## src/hw/rtl/assert_macros.svh

```systemverilog
// ----------------------------------------------------------------------------
// Assertion macros
// Clocked implication checks shared by the RTL; compiled out by NO_ASSERTIONS.
// ----------------------------------------------------------------------------
`ifndef ASSERT_MACROS_SVH
`define ASSERT_MACROS_SVH

`ifndef NO_ASSERTIONS

// Same-cycle implication, disabled while reset is asserted
`define CHK_IMPLY(lbl, clk, rst_n, a, b, msg) \
    lbl: assert property (@(posedge clk) disable iff (!rst_n) (a) |-> (b)) \
        else $error(msg);

// Next-cycle implication, disabled while reset is asserted
`define CHK_NEXT(lbl, clk, rst_n, a, b, msg) \
    lbl: assert property (@(posedge clk) disable iff (!rst_n) (a) |=> (b)) \
        else $error(msg);

`else

`define CHK_IMPLY(lbl, clk, rst_n, a, b, msg)
`define CHK_NEXT(lbl, clk, rst_n, a, b, msg)

`endif

`endif

```

## src/hw/rtl/tscp_pkg.sv

```systemverilog
// ----------------------------------------------------------------------------
// tscp_pkg
// Types, command codes and constants of the trimmed seconds clock.
// ----------------------------------------------------------------------------
package tscp_pkg;

    localparam int DATA_W  = 32;
    localparam int CNT_W   = $clog2(DATA_W);
    localparam int CMD_W   = 2;
    localparam int CHAN_W  = 4;

    // Nominal timer ticks in one second plus the trim offset
    localparam logic [DATA_W-1:0] SYS_TIMER_TICKS_1S = 32'd16000000;
    localparam logic [DATA_W-1:0] TICK_TRIM          = 32'd5000;
    localparam logic [DATA_W-1:0] TPS_RESET          = SYS_TIMER_TICKS_1S + TICK_TRIM;

    localparam int NUM_CHANNELS_DEF = 16;

    // Command codes; the fourth code does nothing
    localparam logic [CMD_W-1:0] CMD_POLL  = 2'd0;
    localparam logic [CMD_W-1:0] CMD_QUERY = 2'd1;
    localparam logic [CMD_W-1:0] CMD_SET   = 2'd2;

    typedef struct packed {
        logic [CMD_W-1:0]  command;
        logic [DATA_W-1:0] timer_now;
        logic [CHAN_W-1:0] channel;
        logic [DATA_W-1:0] period_seconds;
        logic [DATA_W-1:0] new_time;
    } in_word_t;

    typedef struct packed {
        logic              reached;
        logic [DATA_W-1:0] current_time;
    } out_word_t;

    typedef enum logic [2:0] {
        ST_IDLE,
        ST_DISPATCH,
        ST_DIV,
        ST_POLL_UPD,
        ST_QDECIDE,
        ST_DONE
    } state_t;

    // Controller to datapath
    typedef struct packed {
        logic capture;
        logic div_start;
        logic div_step;
        logic poll_update;
        logic load_time;
        logic q_read;
        logic q_decide;
        logic load_out;
    } dp_cmd_t;

    // Datapath to controller
    typedef struct packed {
        logic [CMD_W-1:0] command;
        logic             tps_zero;
        logic             ch_in_range;
        logic             div_last;
        logic             hit;
    } dp_status_t;

endpackage

```

## src/hw/rtl/tscp_ctrl.sv

```systemverilog
// ----------------------------------------------------------------------------
// tscp_ctrl
// Sequencer: accepts one word, steps the datapath through it, holds the result.
// ----------------------------------------------------------------------------
module tscp_ctrl (
    input  logic                 clk,
    input  logic                 rst_n,
    input  logic                 in_valid,
    output logic                 in_stall,
    output logic                 out_valid,
    input  logic                 out_stall,
    input  tscp_pkg::dp_status_t stat,
    output tscp_pkg::dp_cmd_t    cmd
);
    import tscp_pkg::*;

    state_t state_reg;
    state_t state_next;
    logic   out_valid_reg;
    logic   out_valid_next;

    // Next state
    always_comb
    begin
        state_next = state_reg;
        case (state_reg)
            ST_IDLE:
            begin
                if (in_valid)
                    state_next = ST_DISPATCH;
            end
            ST_DISPATCH:
            begin
                if (stat.command == CMD_POLL && !stat.tps_zero)
                    state_next = ST_DIV;
                else if (stat.command == CMD_QUERY && stat.ch_in_range)
                    state_next = ST_QDECIDE;
                else
                    state_next = ST_DONE;
            end
            ST_DIV:
            begin
                if (stat.div_last)
                    state_next = ST_POLL_UPD;
            end
            ST_POLL_UPD: state_next = ST_DONE;
            ST_QDECIDE:  state_next = ST_DONE;
            ST_DONE:
            begin
                if (!out_valid_reg || !out_stall)
                    state_next = ST_IDLE;
            end
            default:     state_next = ST_IDLE;
        endcase
    end

    // Datapath commands
    always_comb
    begin
        cmd = '0;
        case (state_reg)
            ST_IDLE:     cmd.capture = in_valid;
            ST_DISPATCH:
            begin
                cmd.div_start = (stat.command == CMD_POLL) && !stat.tps_zero;
                cmd.q_read    = (stat.command == CMD_QUERY) && stat.ch_in_range;
                cmd.load_time = (stat.command == CMD_SET);
            end
            ST_DIV:      cmd.div_step    = 1'b1;
            ST_POLL_UPD: cmd.poll_update = 1'b1;
            ST_QDECIDE:  cmd.q_decide    = 1'b1;
            ST_DONE:     cmd.load_out    = !out_valid_reg || !out_stall;
            default:     cmd = '0;
        endcase
    end

    // Hold the result word until taken
    always_comb
    begin
        out_valid_next = out_valid_reg;
        if (out_valid_reg && !out_stall)
            out_valid_next = 1'b0;
        if (cmd.load_out)
            out_valid_next = 1'b1;
    end

    always_ff @(posedge clk or negedge rst_n)
    begin
        if (!rst_n)
        begin
            state_reg     <= ST_IDLE;
            out_valid_reg <= 1'b0;
        end
        else
        begin
            state_reg     <= state_next;
            out_valid_reg <= out_valid_next;
        end
    end

    assign in_stall  = (state_reg != ST_IDLE);
    assign out_valid = out_valid_reg;

endmodule

```

## src/hw/rtl/tscp_dp.sv

```systemverilog
// ----------------------------------------------------------------------------
// tscp_dp
// Seconds count, second mark, bit-serial divider and period channel store.
// ----------------------------------------------------------------------------
module tscp_dp #(
    parameter int NUM_CHANNELS = tscp_pkg::NUM_CHANNELS_DEF
) (
    input  logic                           clk,
    input  logic                           rst_n,
    input  logic                           cfg_we,
    input  logic [tscp_pkg::DATA_W-1:0]    cfg_wdata,
    input  tscp_pkg::in_word_t             in_data,
    input  tscp_pkg::dp_cmd_t              cmd,
    output tscp_pkg::dp_status_t           stat,
    output tscp_pkg::out_word_t            out_data
);
    import tscp_pkg::*;

    localparam int CH_W  = (NUM_CHANNELS > 1) ? $clog2(NUM_CHANNELS) : 1;
    localparam int IDX_W = (CH_W > CHAN_W) ? CH_W : CHAN_W;

    in_word_t            item_reg;
    out_word_t           out_reg;
    logic [DATA_W-1:0]   tps_reg;
    logic [DATA_W-1:0]   seconds_reg;
    logic [DATA_W-1:0]   mark_reg;
    logic                hit_reg;

    logic [DATA_W-1:0]   rem_reg;
    logic [DATA_W-1:0]   rem_next;
    logic [DATA_W-1:0]   quo_reg;
    logic [DATA_W-1:0]   quo_next;
    logic [CNT_W-1:0]    cnt_reg;
    logic [DATA_W:0]     shifted;
    logic                fits;

    logic [DATA_W-1:0]   fire_mem [NUM_CHANNELS];
    logic [DATA_W-1:0]   fire_rd_reg;
    logic [NUM_CHANNELS-1:0] seen_reg;
    logic [NUM_CHANNELS-1:0] fvalid_reg;

    logic [IDX_W-1:0]    ch_ext;
    logic [CH_W-1:0]     idx;
    logic                in_range;
    logic [DATA_W-1:0]   last_fire;
    logic [DATA_W-1:0]   elapsed;
    logic                was_seen;
    logic                period_hit;
    logic                fire_we;

    // Channel index and range check
    assign ch_ext   = IDX_W'(item_reg.channel);
    assign idx      = ch_ext[CH_W-1:0];
    assign in_range = {{(DATA_W-CHAN_W){1'b0}}, item_reg.channel} < DATA_W'(NUM_CHANNELS);

    // Restoring divide step: one quotient bit per cycle
    always_comb
    begin
        shifted  = {rem_reg, quo_reg[DATA_W-1]};
        fits     = shifted >= {1'b0, tps_reg};
        rem_next = fits ? DATA_W'(shifted - {1'b0, tps_reg}) : shifted[DATA_W-1:0];
        quo_next = {quo_reg[DATA_W-2:0], fits};
    end

    // Period decision; a never-fired channel reads as time zero
    always_comb
    begin
        was_seen   = seen_reg[idx];
        last_fire  = fvalid_reg[idx] ? fire_rd_reg : '0;
        elapsed    = seconds_reg - last_fire;
        period_hit = !was_seen || (elapsed >= item_reg.period_seconds);
        fire_we    = cmd.q_decide && was_seen && (elapsed >= item_reg.period_seconds);
    end

    // Hold the accepted word
    always_ff @(posedge clk)
    begin
        if (cmd.capture)
            item_reg <= in_data;
        if (cmd.load_out)
        begin
            out_reg.reached      <= hit_reg;
            out_reg.current_time <= seconds_reg;
        end
    end

    // Divider registers
    always_ff @(posedge clk)
    begin
        if (cmd.div_start)
        begin
            rem_reg <= '0;
            quo_reg <= item_reg.timer_now - mark_reg;
        end
        else if (cmd.div_step)
        begin
            rem_reg <= rem_next;
            quo_reg <= quo_next;
        end
    end

    // Channel fire-time store
    always_ff @(posedge clk)
    begin
        if (fire_we)
            fire_mem[idx] <= seconds_reg;
        if (cmd.q_read)
            fire_rd_reg <= fire_mem[idx];
    end

    // Clock state, seen and fired flags
    always_ff @(posedge clk or negedge rst_n)
    begin
        if (!rst_n)
        begin
            tps_reg     <= TPS_RESET;
            seconds_reg <= '0;
            mark_reg    <= '0;
            hit_reg     <= 1'b0;
            cnt_reg     <= '0;
            seen_reg    <= '0;
            fvalid_reg  <= '0;
        end
        else
        begin
            if (cfg_we)
                tps_reg <= cfg_wdata;
            if (cmd.capture)
                hit_reg <= 1'b0;
            if (cmd.div_start)
                cnt_reg <= '0;
            else if (cmd.div_step)
                cnt_reg <= cnt_reg + 1'b1;
            // mark + n*tps equals timer_now - remainder
            if (cmd.poll_update)
            begin
                mark_reg    <= item_reg.timer_now - rem_reg;
                seconds_reg <= seconds_reg + quo_reg;
            end
            if (cmd.load_time)
                seconds_reg <= item_reg.new_time;
            if (cmd.q_decide)
            begin
                hit_reg       <= period_hit;
                seen_reg[idx] <= 1'b1;
                if (fire_we)
                    fvalid_reg[idx] <= 1'b1;
            end
        end
    end

    assign stat.command     = item_reg.command;
    assign stat.tps_zero    = (tps_reg == '0);
    assign stat.ch_in_range = in_range;
    assign stat.div_last    = (cnt_reg == CNT_W'(DATA_W - 1));
    assign stat.hit         = hit_reg;
    assign out_data         = out_reg;

endmodule

```

## src/hw/rtl/trimmed_seconds_clock_with_periods.sv

```systemverilog
// ----------------------------------------------------------------------------
// trimmed_seconds_clock_with_periods
// Seconds clock from timer samples, with period channels and time loading.
// ----------------------------------------------------------------------------
//  channel  | handshake                  | word
//  ---------+----------------------------+------------------------------------
//  in       | in_valid / in_stall        | in_data  (command, timer, channel..)
//  out      | out_valid / out_stall      | out_data (reached, current_time)
//  cfg      | cfg_we                     | cfg_wdata (ticks per second)
//
//  A poll runs the elapsed ticks through the 32-step bit-serial divider; a
//  period query makes one registered read of the channel store. Set time, the
//  unused code and a poll with zero ticks per second go straight to the result.
//  One word is worked at a time; the next is accepted while a result waits.
//  Reset clears the clock, the second mark and all channel flags at once;
//  a stalled output holds the result and the sequencer waits before overwriting.
// ----------------------------------------------------------------------------
module trimmed_seconds_clock_with_periods #(
    parameter int NUM_CHANNELS = tscp_pkg::NUM_CHANNELS_DEF
) (
    input  logic                        clk,
    input  logic                        rst_n,
    input  logic                        cfg_we,
    input  logic [tscp_pkg::DATA_W-1:0] cfg_wdata,
    input  logic                        in_valid,
    output logic                        in_stall,
    input  tscp_pkg::in_word_t          in_data,
    output logic                        out_valid,
    input  logic                        out_stall,
    output tscp_pkg::out_word_t         out_data
);
    import tscp_pkg::*;

`include "assert_macros.svh"

    dp_cmd_t    cmd;
    dp_status_t stat;
    logic       out_hit;
    logic       cur_query;

    tscp_ctrl u_ctrl (
        .clk       (clk),
        .rst_n     (rst_n),
        .in_valid  (in_valid),
        .in_stall  (in_stall),
        .out_valid (out_valid),
        .out_stall (out_stall),
        .stat      (stat),
        .cmd       (cmd)
    );

    tscp_dp #(
        .NUM_CHANNELS (NUM_CHANNELS)
    ) u_dp (
        .clk       (clk),
        .rst_n     (rst_n),
        .cfg_we    (cfg_we),
        .cfg_wdata (cfg_wdata),
        .in_data   (in_data),
        .cmd       (cmd),
        .stat      (stat),
        .out_data  (out_data)
    );

    assign out_hit   = cmd.load_out && stat.hit;
    assign cur_query = (stat.command == CMD_QUERY);

    // Block is busy in the cycle after it takes a word
    `CHK_NEXT(a_busy_after_accept, clk, rst_n, in_valid && !in_stall, in_stall, "not busy")
    // Only a period query may report reached
    `CHK_IMPLY(a_hit_only_query, clk, rst_n, out_hit, cur_query, "reached on a non-query")
    // Poll update follows the last divide step
    `CHK_IMPLY(a_upd_after_div, clk, rst_n, cmd.poll_update, $past(cmd.div_step), "no divide")

endmodule

```

## config.mk

```make
export PLATFORM = sky130hd
export DESIGN_NAME = trimmed_seconds_clock_with_periods
export DESIGN_NICKNAME = d
export VERILOG_FILES = /design/src/hw/rtl/tscp_pkg.sv /design/src/hw/rtl/tscp_ctrl.sv /design/src/hw/rtl/tscp_dp.sv /design/src/hw/rtl/trimmed_seconds_clock_with_periods.sv
export VERILOG_INCLUDE_DIRS = /design/src /design/src/hw/rtl
export SDC_FILE = /design/constraint.sdc
export NUM_CORES = 1
export LEC_CHECK = 0
export BUFFER_PORTS_ARGS = -buffer_cell sky130_fd_sc_hd__buf_4
export CORE_MARGIN = 1.5
export CORE_UTILIZATION = 39
export CTS_CLUSTER_DIAMETER = 100
export DETAILED_ROUTE_END_ITERATION = 7
export PLACE_DENSITY = 0.6
export SLEW_MARGIN = 30
export SYNTH_ARGS = -nofsm -noshare
export SYNTH_HDL_FRONTEND = slang
export SYNTH_HIERARCHICAL = 1
export SYNTH_SLANG_ARGS = --single-unit
export TNS_END_PERCENT = 1
```

## constraint.sdc

```tcl
create_clock -name clk -period 28.7 [get_ports clk]
set_input_delay 4.305 -clock clk [delete_from_list [all_inputs] [get_ports clk]]
set_output_delay 4.305 -clock clk [all_outputs]
set_load 0.02 [all_outputs]
```

==> impl_metrics.env <==
export IMPL_die_w_um=329.8
export IMPL_cp_num_buf_inv=4
export IMPL_finClkSkew_ns=0.03870
export IMPL_remaining_drc_errors=0
export IMPL_worst_ep_arrival_time_ns=8.58
export IMPL_worst_ep_required_time_ns=29.07
export IMPL_portBuffers=173
export IMPL_start_util_pct=39.46
export IMPL_vias_per_cell=5.354
export IMPL_postCtsSetupRepairBufs=0
export IMPL_hold_path_depth=0
export IMPL_cp_depth=28
export IMPL_cts_inserted_buffers=95
export IMPL_finalMaxSlewViolations=0
export IMPL_clock_power_share_pct=24.3
export IMPL_criticalPathCategory="reg2reg"
export IMPL_powerDensity_nw_per_um2=104.9
export IMPL_critPathMaxStageDelay_ns=0.62
export IMPL_layout_min_cycle_time_ns=8.209
export IMPL_core_area_um2=105600
export IMPL_drt_iter0_drc=1914
export IMPL_endpoint_kind="flip-flop"
export IMPL_seqPwrFrac_pct=35.5
export IMPL_min_path_type="reg2reg"
export IMPL_met3_length_mm=6.982
export IMPL_ir_drop_mv=0.06244
export IMPL_combPwrFrac_pct=40.2
export IMPL_cts_resized=0
export IMPL_min_period_over_period_pct=28.60
export IMPL_p_sw_uw=1826
export IMPL_cpMaxStageDelayCell="mux4_2"
export IMPL_clkSlewWorstSetupHoldPaths_ns=0.06
export IMPL_grt_overflow_total=0
export IMPL_status="completed"
export IMPL_intPower_uw=3217
export IMPL_cts_tree="built"
export IMPL_crit_family="compound AO/OA/AOI/OAI gates"
export IMPL_avgSynthCellArea_um2=14.15
export IMPL_grt_max_degree=145
export IMPL_insertion_delay_ns=0.67
export IMPL_grtUsageTotal_pct=18.12
export IMPL_drive_gt1_share_pct=19.54
export IMPL_synthCells=2944
export IMPL_vias=24847
export IMPL_cts_path_max_buffers=3
export IMPL_fillCellCount=9388
export IMPL_fin_nets=3504
export IMPL_rsz0062_at_grt="false"
export IMPL_slew_headroom_pct=34.85
export IMPL_largest_register_ffs=512
export IMPL_gp_congestion=0.9178
export IMPL_antenna_found_initial=5
export IMPL_path_common_cell="a21o_1"
export IMPL_power_uw=5043
export IMPL_clock_sinks=881
export IMPL_met2_length_mm=45.01
export IMPL_ant_nets=0
export IMPL_cts_htree_levels=3
export IMPL_area_growth_pct=15.44
export IMPL_grt_pass1_wl_mm=148.8
export IMPL_firstDrtPassIters=7
export IMPL_hpwl_mm=69.03
export IMPL_wl_per_cell_um=21.19
export IMPL_tns_ns=0
export IMPL_grt_pass1_vias=25029
export IMPL_drt_wl_total_mm=98.34
export IMPL_startpoint_type="flip-flop"
export IMPL_ys_warn_count=6
export IMPL_cap_violations=0
export IMPL_die_h_um=329.8
export IMPL_die_area_um2=108800
export IMPL_wl_met1_mm=43.59
export IMPL_io_pins=174
export IMPL_worst_r2r_path_depth=28
export IMPL_rows=119
export IMPL_finalSetupViolations=0
export IMPL_worst_pin_slew_ns=0.9772
export IMPL_p_leak_uw=0.01780
export IMPL_syn_num_nets=3279
export IMPL_path_max_fanout=144
export IMPL_top_layer="met5"
export IMPL_ctsHoldBuffers=0
export IMPL_swShare_pct=36.20
export IMPL_hold_violations=0
export IMPL_cts_root_buf="clkbuf_16"
export IMPL_syn_area_um2=41650
export IMPL_fmax_mhz=121.8
[metal layers]
metal / up-vias / track usage [%]
li1: 11748 / -
met1: 12228 / 25.24
met3: 144 / 3.813
met2: 725 / 28.62
met5: - / 0
met4: 2 / 5.255
[final cells by class]
class                      instances  area (um2)  area share [%]
antenna                            1       2.502        0.005204
clock buffer                     131        2552           5.308
clock inverter                    46       579.3           1.205
inverter                         166       623.1           1.296
multi-input combinational       1782       15250           31.72
sequential                       881       25460           52.95
tap                             1391        1740           3.620
timing repair buffer             243        1873           3.895
[power by group through the flow]
stage	registers, uW	logic [uW]	clock network [uW]
floorplan	1830	1420	0
global placement	1810	2000	0
detailed placement	1820	2020	0
CTS	1790	2030	1260
global route	1810	2260	1300
finish	1790	2030	1230
[layout by cell type, fill, tap and decap left out, types with 11 or more instances in the layout]
cell / instances
a211oi_1: 35
and3_1: 16
clkinv_2: 15
mux4_2: 170
nor2b_1: 28
o21a_1: 15
xor2_1: 41
nand3_1: 36
o21ai_0: 144
o211ai_1: 12
a31oi_1: 24
a21o_1: 91
dfrtp_1: 126
nor4_1: 11
clkbuf_1: 32
inv_1: 165
or3_1: 15
a41o_1: 18
dfxtp_1: 32
buf_4: 239
nor3_1: 22
and2_1: 14
mux2_2: 26
nand2b_1: 40
dfstp_2: 12
nand2_1: 200
nor2_1: 118
clkbuf_16: 95
mux2i_1: 30
edfxtp_1: 711
nor4_2: 18
nand4_1: 24
o21bai_1: 40
a21oi_1: 180
ha_1: 191
xnor2_1: 94
[final timing paths]
path / from / to / slack [ns]
max: u_dp/ch_ext[1] / u_dp/fire_mem[13][2] / 20.49
min: u_dp/seconds_reg[5] / u_dp/out_data[5] / 0.45
max reg2reg: u_dp/ch_ext[1] / u_dp/fire_mem[13][2] / 20.49
min reg2reg: u_dp/seconds_reg[5] / u_dp/out_data[5] / 0.45
max in group asynchronous: rst_n / u_dp/seen_reg[14] / 23.62
min in group asynchronous: rst_n / u_dp/tps_reg[16] / 3.72
[through the flow]
step | cell area, um2 | hold WS (ns) | cells | setup WS, ns | util (%)
after floorplan | 41650 | 0.4252 | 2944 | 19.55 | -
after global placement | 44910 | 0.4353 | 4462 | 20.41 | 42.54
after detailed placement | 44920 | 0.4417 | 4462 | 20.17 | 42.55
after CTS | 48050 | 0.4519 | 4639 | 20.15 | 45.52
after global routing | 48080 | 0.4721 | 4640 | 19.77 | 45.55
final | 48080 | 0.4510 | 4641 | 20.49 | 45.55
No activity file was read; power rests on OpenSTA's default activity.
